--- src/hdl/fcsf_pkg.sv ---
// ----------------------------------------------------------------------------
// fcsf_pkg
// Types, constants and the CRC byte update for the four-channel scope framer.
// ----------------------------------------------------------------------------
`default_nettype none

package fcsf_pkg;

	localparam int unsigned CHAN_W      = 16;
	localparam int unsigned NUM_CHAN    = 4;
	localparam int unsigned BYTE_W      = 8;
	localparam int unsigned DATA_BYTES  = 8;
	localparam int unsigned FRAME_BYTES = 10;
	localparam int unsigned IDX_W       = 4;

	localparam logic [15:0] CRC_INIT = 16'hFFFF;
	localparam logic [15:0] CRC_POLY = 16'hA001;

	localparam logic [IDX_W-1:0] IDX_FIRST   = 4'd0;
	localparam logic [IDX_W-1:0] IDX_CRC_LO  = 4'd8;
	localparam logic [IDX_W-1:0] IDX_CRC_HI  = 4'd9;

	typedef struct packed {
		logic [CHAN_W-1:0] chan3;
		logic [CHAN_W-1:0] chan2;
		logic [CHAN_W-1:0] chan1;
		logic [CHAN_W-1:0] chan0;
	} item_t;

	typedef struct packed {
		logic valid;
	} buf_ctl_t;

	// reflected CRC-16 update by one byte, LSB first
	function automatic logic [15:0] crc_byte(input logic [15:0] crc_in,
			input logic [BYTE_W-1:0] data);
		logic [15:0] c;
		c = crc_in ^ {8'h00, data};
		for (int b = 0; b < BYTE_W; b++) begin
			if (c[0]) begin
				c = (c >> 1) ^ CRC_POLY;
			end else begin
				c = c >> 1;
			end
		end
		return c;
	endfunction

endpackage

`default_nettype wire

--- src/hdl/fcsf_in_reg.sv ---
// ----------------------------------------------------------------------------
// fcsf_in_reg
// One-item input register; holds the next item while a frame is still sent.
// ----------------------------------------------------------------------------
`default_nettype none

module fcsf_in_reg (
	input  wire logic            clk,
	input  wire logic            arst_n,
	input  wire logic            in_valid,
	output logic                 in_stall,
	input  wire fcsf_pkg::item_t in_item,
	input  wire logic            take,
	output fcsf_pkg::buf_ctl_t   ctl,
	output fcsf_pkg::item_t      item
);
	import fcsf_pkg::*;

	logic  valid_q;
	item_t item_q;
	logic  xfer;

	assign in_stall = valid_q && !take;
	assign xfer     = in_valid && !in_stall;

	always_ff @(posedge clk or negedge arst_n) begin
		if (!arst_n) begin
			valid_q <= 1'b0;
		end else if (xfer) begin
			valid_q <= 1'b1;
		end else if (take) begin
			valid_q <= 1'b0;
		end
	end

	always_ff @(posedge clk) begin
		if (xfer) begin
			item_q <= in_item;
		end
	end

	assign ctl.valid = valid_q;
	assign item      = item_q;

endmodule

`default_nettype wire

--- src/hdl/fcsf_serializer.sv ---
// ----------------------------------------------------------------------------
// fcsf_serializer
// Sends eight data bytes low byte first, then the running CRC, one per transfer.
// ----------------------------------------------------------------------------
`default_nettype none

module fcsf_serializer (
	input  wire logic            clk,
	input  wire logic            arst_n,
	input  wire fcsf_pkg::buf_ctl_t buf_ctl,
	input  wire fcsf_pkg::item_t item,
	output logic                 take,
	output logic                 out_valid,
	input  wire logic            out_stall,
	output logic [7:0]           frame_byte,
	output logic                 last
);
	import fcsf_pkg::*;

	logic                busy_q;
	logic [IDX_W-1:0]    idx_q;
	logic [63:0]         data_q;
	logic [15:0]         crc_q;
	logic                xfer;
	logic                done;

	assign out_valid = busy_q;
	assign xfer      = busy_q && !out_stall;
	assign last      = (idx_q == IDX_CRC_HI);
	assign done      = xfer && last;
	assign take      = buf_ctl.valid && (!busy_q || done);

	always_comb begin
		if (idx_q == IDX_CRC_LO) begin
			frame_byte = crc_q[7:0];
		end else if (idx_q == IDX_CRC_HI) begin
			frame_byte = crc_q[15:8];
		end else begin
			frame_byte = data_q[7:0];
		end
	end

	always_ff @(posedge clk or negedge arst_n) begin
		if (!arst_n) begin
			busy_q <= 1'b0;
			idx_q  <= IDX_FIRST;
		end else if (take) begin
			busy_q <= 1'b1;
			idx_q  <= IDX_FIRST;
		end else if (done) begin
			busy_q <= 1'b0;
		end else if (xfer) begin
			idx_q <= idx_q + 1'b1;
		end
	end

	always_ff @(posedge clk) begin
		if (take) begin
			data_q <= item;
			crc_q  <= CRC_INIT;
		end else if (xfer && (idx_q < IDX_CRC_LO)) begin
			data_q <= {8'h00, data_q[63:8]};
			crc_q  <= crc_byte(crc_q, data_q[7:0]);
		end
	end

endmodule

`default_nettype wire

--- src/hdl/four_channel_scope_framer_crc16.sv ---
// ----------------------------------------------------------------------------
// four_channel_scope_framer_crc16
// Frames four 16-bit channel values as ten bytes with a CRC-16/MODBUS trailer.
// ----------------------------------------------------------------------------
//  channel | handshake           | payload
//  in      | in_valid / in_stall | chan0, chan1, chan2, chan3
//  out     | out_valid/out_stall | frame_byte, last
//
//  Each item yields ten byte transfers, one per cycle when out_stall is low,
//  so the sustained item rate is set by the byte output.
//  The CRC is updated by one byte per data transfer.
//  One further item is held in the input register while a frame is sent;
//  the next frame starts in the cycle after the last byte of the previous.
//  Reset clears the handshake state only; no frame is in flight after it.
// ----------------------------------------------------------------------------
`default_nettype none

module four_channel_scope_framer_crc16 (
	input  wire logic        clk,
	input  wire logic        arst_n,
	input  wire logic        in_valid,
	output logic             in_stall,
	input  wire logic [15:0] chan0,
	input  wire logic [15:0] chan1,
	input  wire logic [15:0] chan2,
	input  wire logic [15:0] chan3,
	output logic             out_valid,
	input  wire logic        out_stall,
	output logic [7:0]       frame_byte,
	output logic             last
);
	import fcsf_pkg::*;

	item_t    in_item;
	item_t    item;
	buf_ctl_t buf_ctl;
	logic     take;

	assign in_item.chan0 = chan0;
	assign in_item.chan1 = chan1;
	assign in_item.chan2 = chan2;
	assign in_item.chan3 = chan3;

	fcsf_in_reg u_in_reg (
		.clk      (clk),
		.arst_n   (arst_n),
		.in_valid (in_valid),
		.in_stall (in_stall),
		.in_item  (in_item),
		.take     (take),
		.ctl      (buf_ctl),
		.item     (item)
	);

	fcsf_serializer u_ser (
		.clk        (clk),
		.arst_n     (arst_n),
		.buf_ctl    (buf_ctl),
		.item       (item),
		.take       (take),
		.out_valid  (out_valid),
		.out_stall  (out_stall),
		.frame_byte (frame_byte),
		.last       (last)
	);

	// the input side only waits while a frame is going out
	a_stall_busy: assert property (@(posedge clk) disable iff (!arst_n)
		in_stall |-> (out_valid && buf_ctl.valid))
		else $error("input stalled with idle serializer");

	// a frame does not end before its tenth byte
	a_frame_cont: assert property (@(posedge clk) disable iff (!arst_n)
		(out_valid && !out_stall && !last) |=> out_valid)
		else $error("frame cut short");

	// a frame never starts on its last byte
	a_first_not_last: assert property (@(posedge clk) disable iff (!arst_n)
		$rose(out_valid) |-> !last)
		else $error("frame started at last byte");

endmodule

`default_nettype wire

--- config.mk ---
export PLATFORM = sky130hd
export DESIGN_NAME = four_channel_scope_framer_crc16
export DESIGN_NICKNAME = d
export VERILOG_FILES = /design/src/hdl/fcsf_pkg.sv /design/src/hdl/fcsf_in_reg.sv /design/src/hdl/fcsf_serializer.sv /design/src/hdl/four_channel_scope_framer_crc16.sv
export SDC_FILE = /design/constraint.sdc
export NUM_CORES = 1
export LEC_CHECK = 0
export BUFFER_PORTS_ARGS = -buffer_cell sky130_fd_sc_hd__buf_2
export CAP_MARGIN = 10
export CORE_AREA = 2 2 112 114
export CTS_CLUSTER_SIZE = 40
export DETAILED_ROUTE_END_ITERATION = 6
export DIE_AREA = 0 0 114 116
export PLACE_DENSITY = 0.72
export SETUP_SLACK_MARGIN = 0.05
export SLEW_MARGIN = 20
export SYNTH_ARGS = -nofsm -noshare
export SYNTH_HDL_FRONTEND = slang
export SYNTH_SLANG_ARGS = --single-unit
--- constraint.sdc ---
create_clock -name clk -period 3.45 [get_ports clk]
set_input_delay 0.69 -clock clk [delete_from_list [all_inputs] [get_ports clk]]
set_output_delay 0.69 -clock clk [all_outputs]
set_load 0.02 [all_outputs]
# Word-level counts from Yosys, hierarchy flattened
# Index checks and enable logic that the tools add are counted.
[classes]
addsub = 1
n_lt_le_gt_ge = 1
eq_ne = 3
muxes = 33
bitwise = 9
reduce_logical = 16
[ops]
columns = ["op", "count"]
rows = [
  ["$mux 16", 22],
  ["$mux 64", 2],
  ["$not 2->3", 8],
  ["$mux 8", 2],
  ["$xor 16x8->16", 1],
  ["$mux 4", 3],
  ["$eq 4x4->1 const B", 2],
  ["$reduce_bool 2->1", 4],
  ["$logic_and 1x1->1", 6],
  ["$add 4x1->4 const B", 1],
  ["$logic_not 1->1", 4],
  ["$lt 4x4->1 const B", 1],
  ["$mux 1", 4],
  ["$ne 2x2->1 const B", 1],
  ["$reduce_and 2->1", 1],
  ["$logic_or 1x1->1", 1],
]
[totals]
register_bits = 150
input_bits = 68
output_inout_bits = 11
elab_cells = 72

# Logic depth before layout (Yosys ltp)
[logic_depth]
ltp_word = 32
mapped_depth = 10
ltp_nobuf = 7

# By module
# From an unflattened synthesis, not the netlist that was laid out.
[unflattened]
hier_cells = 457
area_unflattened_um2 = 5850.6
[modules_own_cells]
columns = ["mod", "instances", "cells_per_inst", "area_each_um2", "seq_area_each_um2"]
rows = [
  ["fcsf_serializer", 1, 388, 3871.2, 2367.3],
  ["fcsf_in_reg", 1, 69, 1979.4, 1946.9],
]

# Least setup slack after synthesis
# OpenSTA, ideal clock, no wires.
[synth_path]
kind = "register -> register"
start = "register u_ser.idx_q[1]"
end = "register u_in_reg.item_q (netlist bit u_in_reg.item[0]) (enable)"
setup_ns = 0.429
arrival_ns = 2.836
required_time_ns = 3.021
slack_ns = 0.185
stages_incl_launch_ff = 7
path_buffers = 1
synth_period_minus_slack_ns = 3.265
path_cell_list = "dfrtp_1 -> inv_1 -> ha_1 -> nand3b_4 -> clkbuf_1 -> o211ai_1 -> and2_1"
[synth_between]
elab_chain_len = 8
[synth_lines]
columns = ["item", "line", "rtl"]
rows = [
  ["from (decl)", "fcsf_serializer.sv:21", "logic [IDX_W-1:0] idx_q;"],
  ["from (signal assigned)", "fcsf_serializer.sv:53", "idx_q <= idx_q + 1'b1;"],
  ["$eq 4x4->1", "fcsf_serializer.sv:29", "assign last = (idx_q == IDX_CRC_HI);"],
  ["$logic_and 1x1->1", "fcsf_serializer.sv:30", "assign done = xfer && last;"],
  ["$logic_or 1x1->1", "fcsf_serializer.sv:31", "assign take = buf_ctl.valid && (!busy_q || done);"],
  ["$logic_and 1x1->1", "fcsf_serializer.sv:31", ""],
  ["$logic_not 1->1", "fcsf_in_reg.sv:23", "assign in_stall = valid_q && !take;"],
  ["$logic_and 1x1->1", "fcsf_in_reg.sv:23", ""],
  ["$logic_not 1->1", "fcsf_in_reg.sv:24", "assign xfer = in_valid && !in_stall;"],
  ["$logic_and 1x1->1", "fcsf_in_reg.sv:24", ""],
  ["via u_in_reg.xfer", "fcsf_in_reg.sv:21", "logic xfer;"],
  ["to (signal assigned)", "fcsf_in_reg.sv:38", "item_q <= in_item;"],
  ["to (decl)", "fcsf_in_reg.sv:20", "item_t item_q;"],
]
# The timed path passes the listed nets, and every way through them passes these cells.
# A chain may end at the register's enable or synchronous reset.

# Worst setup path in the final report
[layout_path]
start = "register u_ser.idx_q[1]"
end = "register u_ser.data_q[27] (enable)"
[layout_between]
elab_chain_len = 5
word_cells_on_any_way = 7
cone_classes = "order compare (1); eq/ne (1); reduce/logical (5)"
[layout_lines]
columns = ["item", "line", "rtl"]
rows = [
  ["branches (longest 4 deep; another with $lt 4x4->1)", "-", ""],
  ["$reduce_bool 2->1 (no source line) *", "-", ""],
  ["to (signal assigned)", "fcsf_serializer.sv:59", "data_q <= item;"],
  ["to (signal assigned)", "fcsf_serializer.sv:62", "data_q <= {8'h00, data_q[63:8]};"],
  ["to (decl)", "fcsf_serializer.sv:22", "logic [63:0] data_q;"],
]
# Mark *: on every way between the ends.

==> reports/metrics.yaml <==
swShare: 0.284
area_growth_syn_to_layout_pct: 19.8
finalInstanceArea_um2: 7040
seqPwrFrac: 0.441
max_freq_mhz: 355
track_usage: 0.155
async_reset_ff_frac: 0.0400
synth_edf_count: 128
drtIter0Drc: 178
rows: 40
rsz0062_at_grt: "no"
p_clk_frac: 0.289
drive_gt1_frac: 0.406
skew_ps: 9.64
status: "finished clean"
syn-instance-count: 342
ys_types: 31
ctsResizeCount: 0
setup_viol: 0
boundaryPins: 79
layout_common_cells: "128 x edfxtp_1, 78 x buf_2, 56 x mux2_2, 17 x clkbuf_16, 16 x dfxtp_1"
start_util: 0.493
p_comb_frac: 0.270
root_buffer: "clkbuf_16"
die_area_um2: 13200
layout.nets: 499
core_um2: 11900
fillers: 894
powerDensity_nw_per_um2: 879
cts.htree.levels: 4
avgSynthCellArea_um2: 17.2
tightest_slew_ps: 620
crit_arrival_ps: 2910
timing.rr.start: "u_ser.idx_q[1]"
syn_area_um2: 5870
slew_violations: 0
period_needed_ps: 2820
numCtsBuffers: 17
vias_per_cell: 5.08
hp-class: "input pin to async pin"
dr.pass1.iters: 4
syn-num-nets: 413
cts_tree: "done"
crit_start: "u_ser.idx_q[1]"
antenna_found_initial: 0
path_class: "flop to flop"
final_util: 0.591
critical_path_required_ps: 3550
yosys_warnings: 0
vdd.ir_drop.worst_mv: 0.588
antenna_left: 0
internal_power_w: 0.00443
clock-sinks: 150
seq_area_frac_synth: 0.735
grt_pass1_vias: 3016
cts.clk_slew.worst_paths_ps: 60
diodes: 0
start_kind: "flop"
hold_ws_ps: 85.9
grt_pass1_wl_um: 15000
grt_max_degree: 51
port_buffers: 78
cap_viol_max_count: 0
hold_viol: 0
grt_overflow: 0
synth-seq-cells: 150
die_x_um: 114
post_cts_buffers: 0
path_max_fanout: 48
finalSetupTns_ps: 0
post_drt_wl_per_cell_um: 16.1
cp-end-kind: "flop"
synthFlopType: "edfxtp_1"
vias: 2985
power_switching_w: 0.00176
maxSlewHeadroom: 0.587
power_leakage_nw: 2.66
finalCritPeriodShare: 0.817
drc: 0
routed_wl_um: 9470
insertion_delay_ps: 420
dp_hpwl_um: 6120
gp_congestion: 0.738
final_common_cell: "edfxtp_1"
holdBufCountCts: 0
die_height_um: 116
dpl_cell_area_um2: 6460
clockBufferDepth: 2
==> state kept, by name, indices dropped and copies added (netlist names) <==
signal and cells:
u_ser.data_q 64, u_in_reg.item 64, u_in_reg.ctl 1, u_ser.out_valid 1, u_ser.idx_q 4, u_ser.crc_q 16
==> metal layers <==
layer  wire [um]  GRT usage  vias to the layer above
met4         137     0.0634                        0
met1        4200      0.201                     1439
met3         502     0.0581                       10
met5           0          0                        -
met2        4630      0.237                       81
li1            -          -                     1455
==> layout make-up <==
class | count | area [um2] | area share
sequential | 150 | 4310 | 0.613
tap | 147 | 184 | 0.0261
timing repair buffer | 84 | 473 | 0.0672
multi-input combinational | 171 | 1470 | 0.209
inverter | 4 | 15.0 | 0.00213
clock inverter | 15 | 154 | 0.0219
clock buffer | 17 | 425 | 0.0605
==> critical path, cell delays in order, from the launching register on <==
cell	delay, ps
dfrtp_1	410
inv_1	100
ha_1	190
nand3b_4	230
o21ai_4	320
and2_4	420
or2_2	460
buf_12	310
==> power groups by stage <==
stage / registers, W / clock network (W) / logic [W]
2_1_floorplan: 0.00270 / 0 / 0.00133
3_3_place_gp: 0.00274 / 0 / 0.00160
3_5_place_dp: 0.00276 / 0 / 0.00167
4_1_cts: 0.00273 / 0.00182 / 0.00169
5_1_grt: 0.00277 / 0.00190 / 0.00184
6_report: 0.00273 / 0.00179 / 0.00167
==> cells by family (layout without fill, tap and decap cells) <==
logic type / Yosys count / after routing / synth area share
compound gates: 26 / 26 / 0.0245
xor+xnor: 24 / 24 / 0.0484
fa+ha+maj: 3 / 3 / 0.00639
buf+inv: 21 / 120 / 0.0162
flops: 150 / 150 / 0.735
mux: 65 / 65 / 0.123
simple gates: 53 / 53 / 0.0471
==> synth_stat cells, drive strengths merged (2+ instances only) <==
| cell | instances | share of area |
|---|---|---|
| and2 | 2 | 0.0021 |
| o21ai | 15 | 0.015 |
| and3 | 8 | 0.0085 |
| inv | 4 | 0.0026 |
| and3b | 2 | 0.0030 |
| xnor3 | 2 | 0.0077 |
| mux2i | 9 | 0.015 |
| clkbuf | 8 | 0.0051 |
| mux2 | 56 | 0.11 |
| nor2 | 10 | 0.0064 |
| nand2 | 15 | 0.0096 |
| xor2 | 5 | 0.0075 |
| xnor2 | 16 | 0.029 |
| buf | 9 | 0.0085 |
| dfxtp | 16 | 0.055 |
| edfxtp | 128 | 0.65 |
| nor3 | 10 | 0.0085 |
| a21oi | 10 | 0.0085 |
| ha | 3 | 0.0064 |
| nand2b | 2 | 0.0021 |
| dfrtp | 6 | 0.026 |
==> per-stage QoR <==
stage          std cells  setup WS [ps]  power (W)
2_1_floorplan        342            185    0.00403
3_3_place_gp         556            736    0.00433
3_5_place_dp         556            639    0.00443
4_1_cts              588            616    0.00624
5_1_grt              588            431    0.00651
6_report             588            632    0.00619
==> worst paths after layout <==
check / end / slack (ps) / depth (start not counted)
worst max-delay path: u_ser.data_q[27] / 630 / 7
worst min-delay path: u_ser.idx_q[0] / 90 / 1
worst min register to register: u_ser.crc_q[3] / 480 / 2
max in group asynchronous: u_ser.idx_q[3] / 3200 / 1
min in group clk: u_in_reg.item[13] / 440 / 1
worst max register to register: u_ser.data_q[27] / 630 / 7
Note: power is estimated with default switching activity, not from simulation.
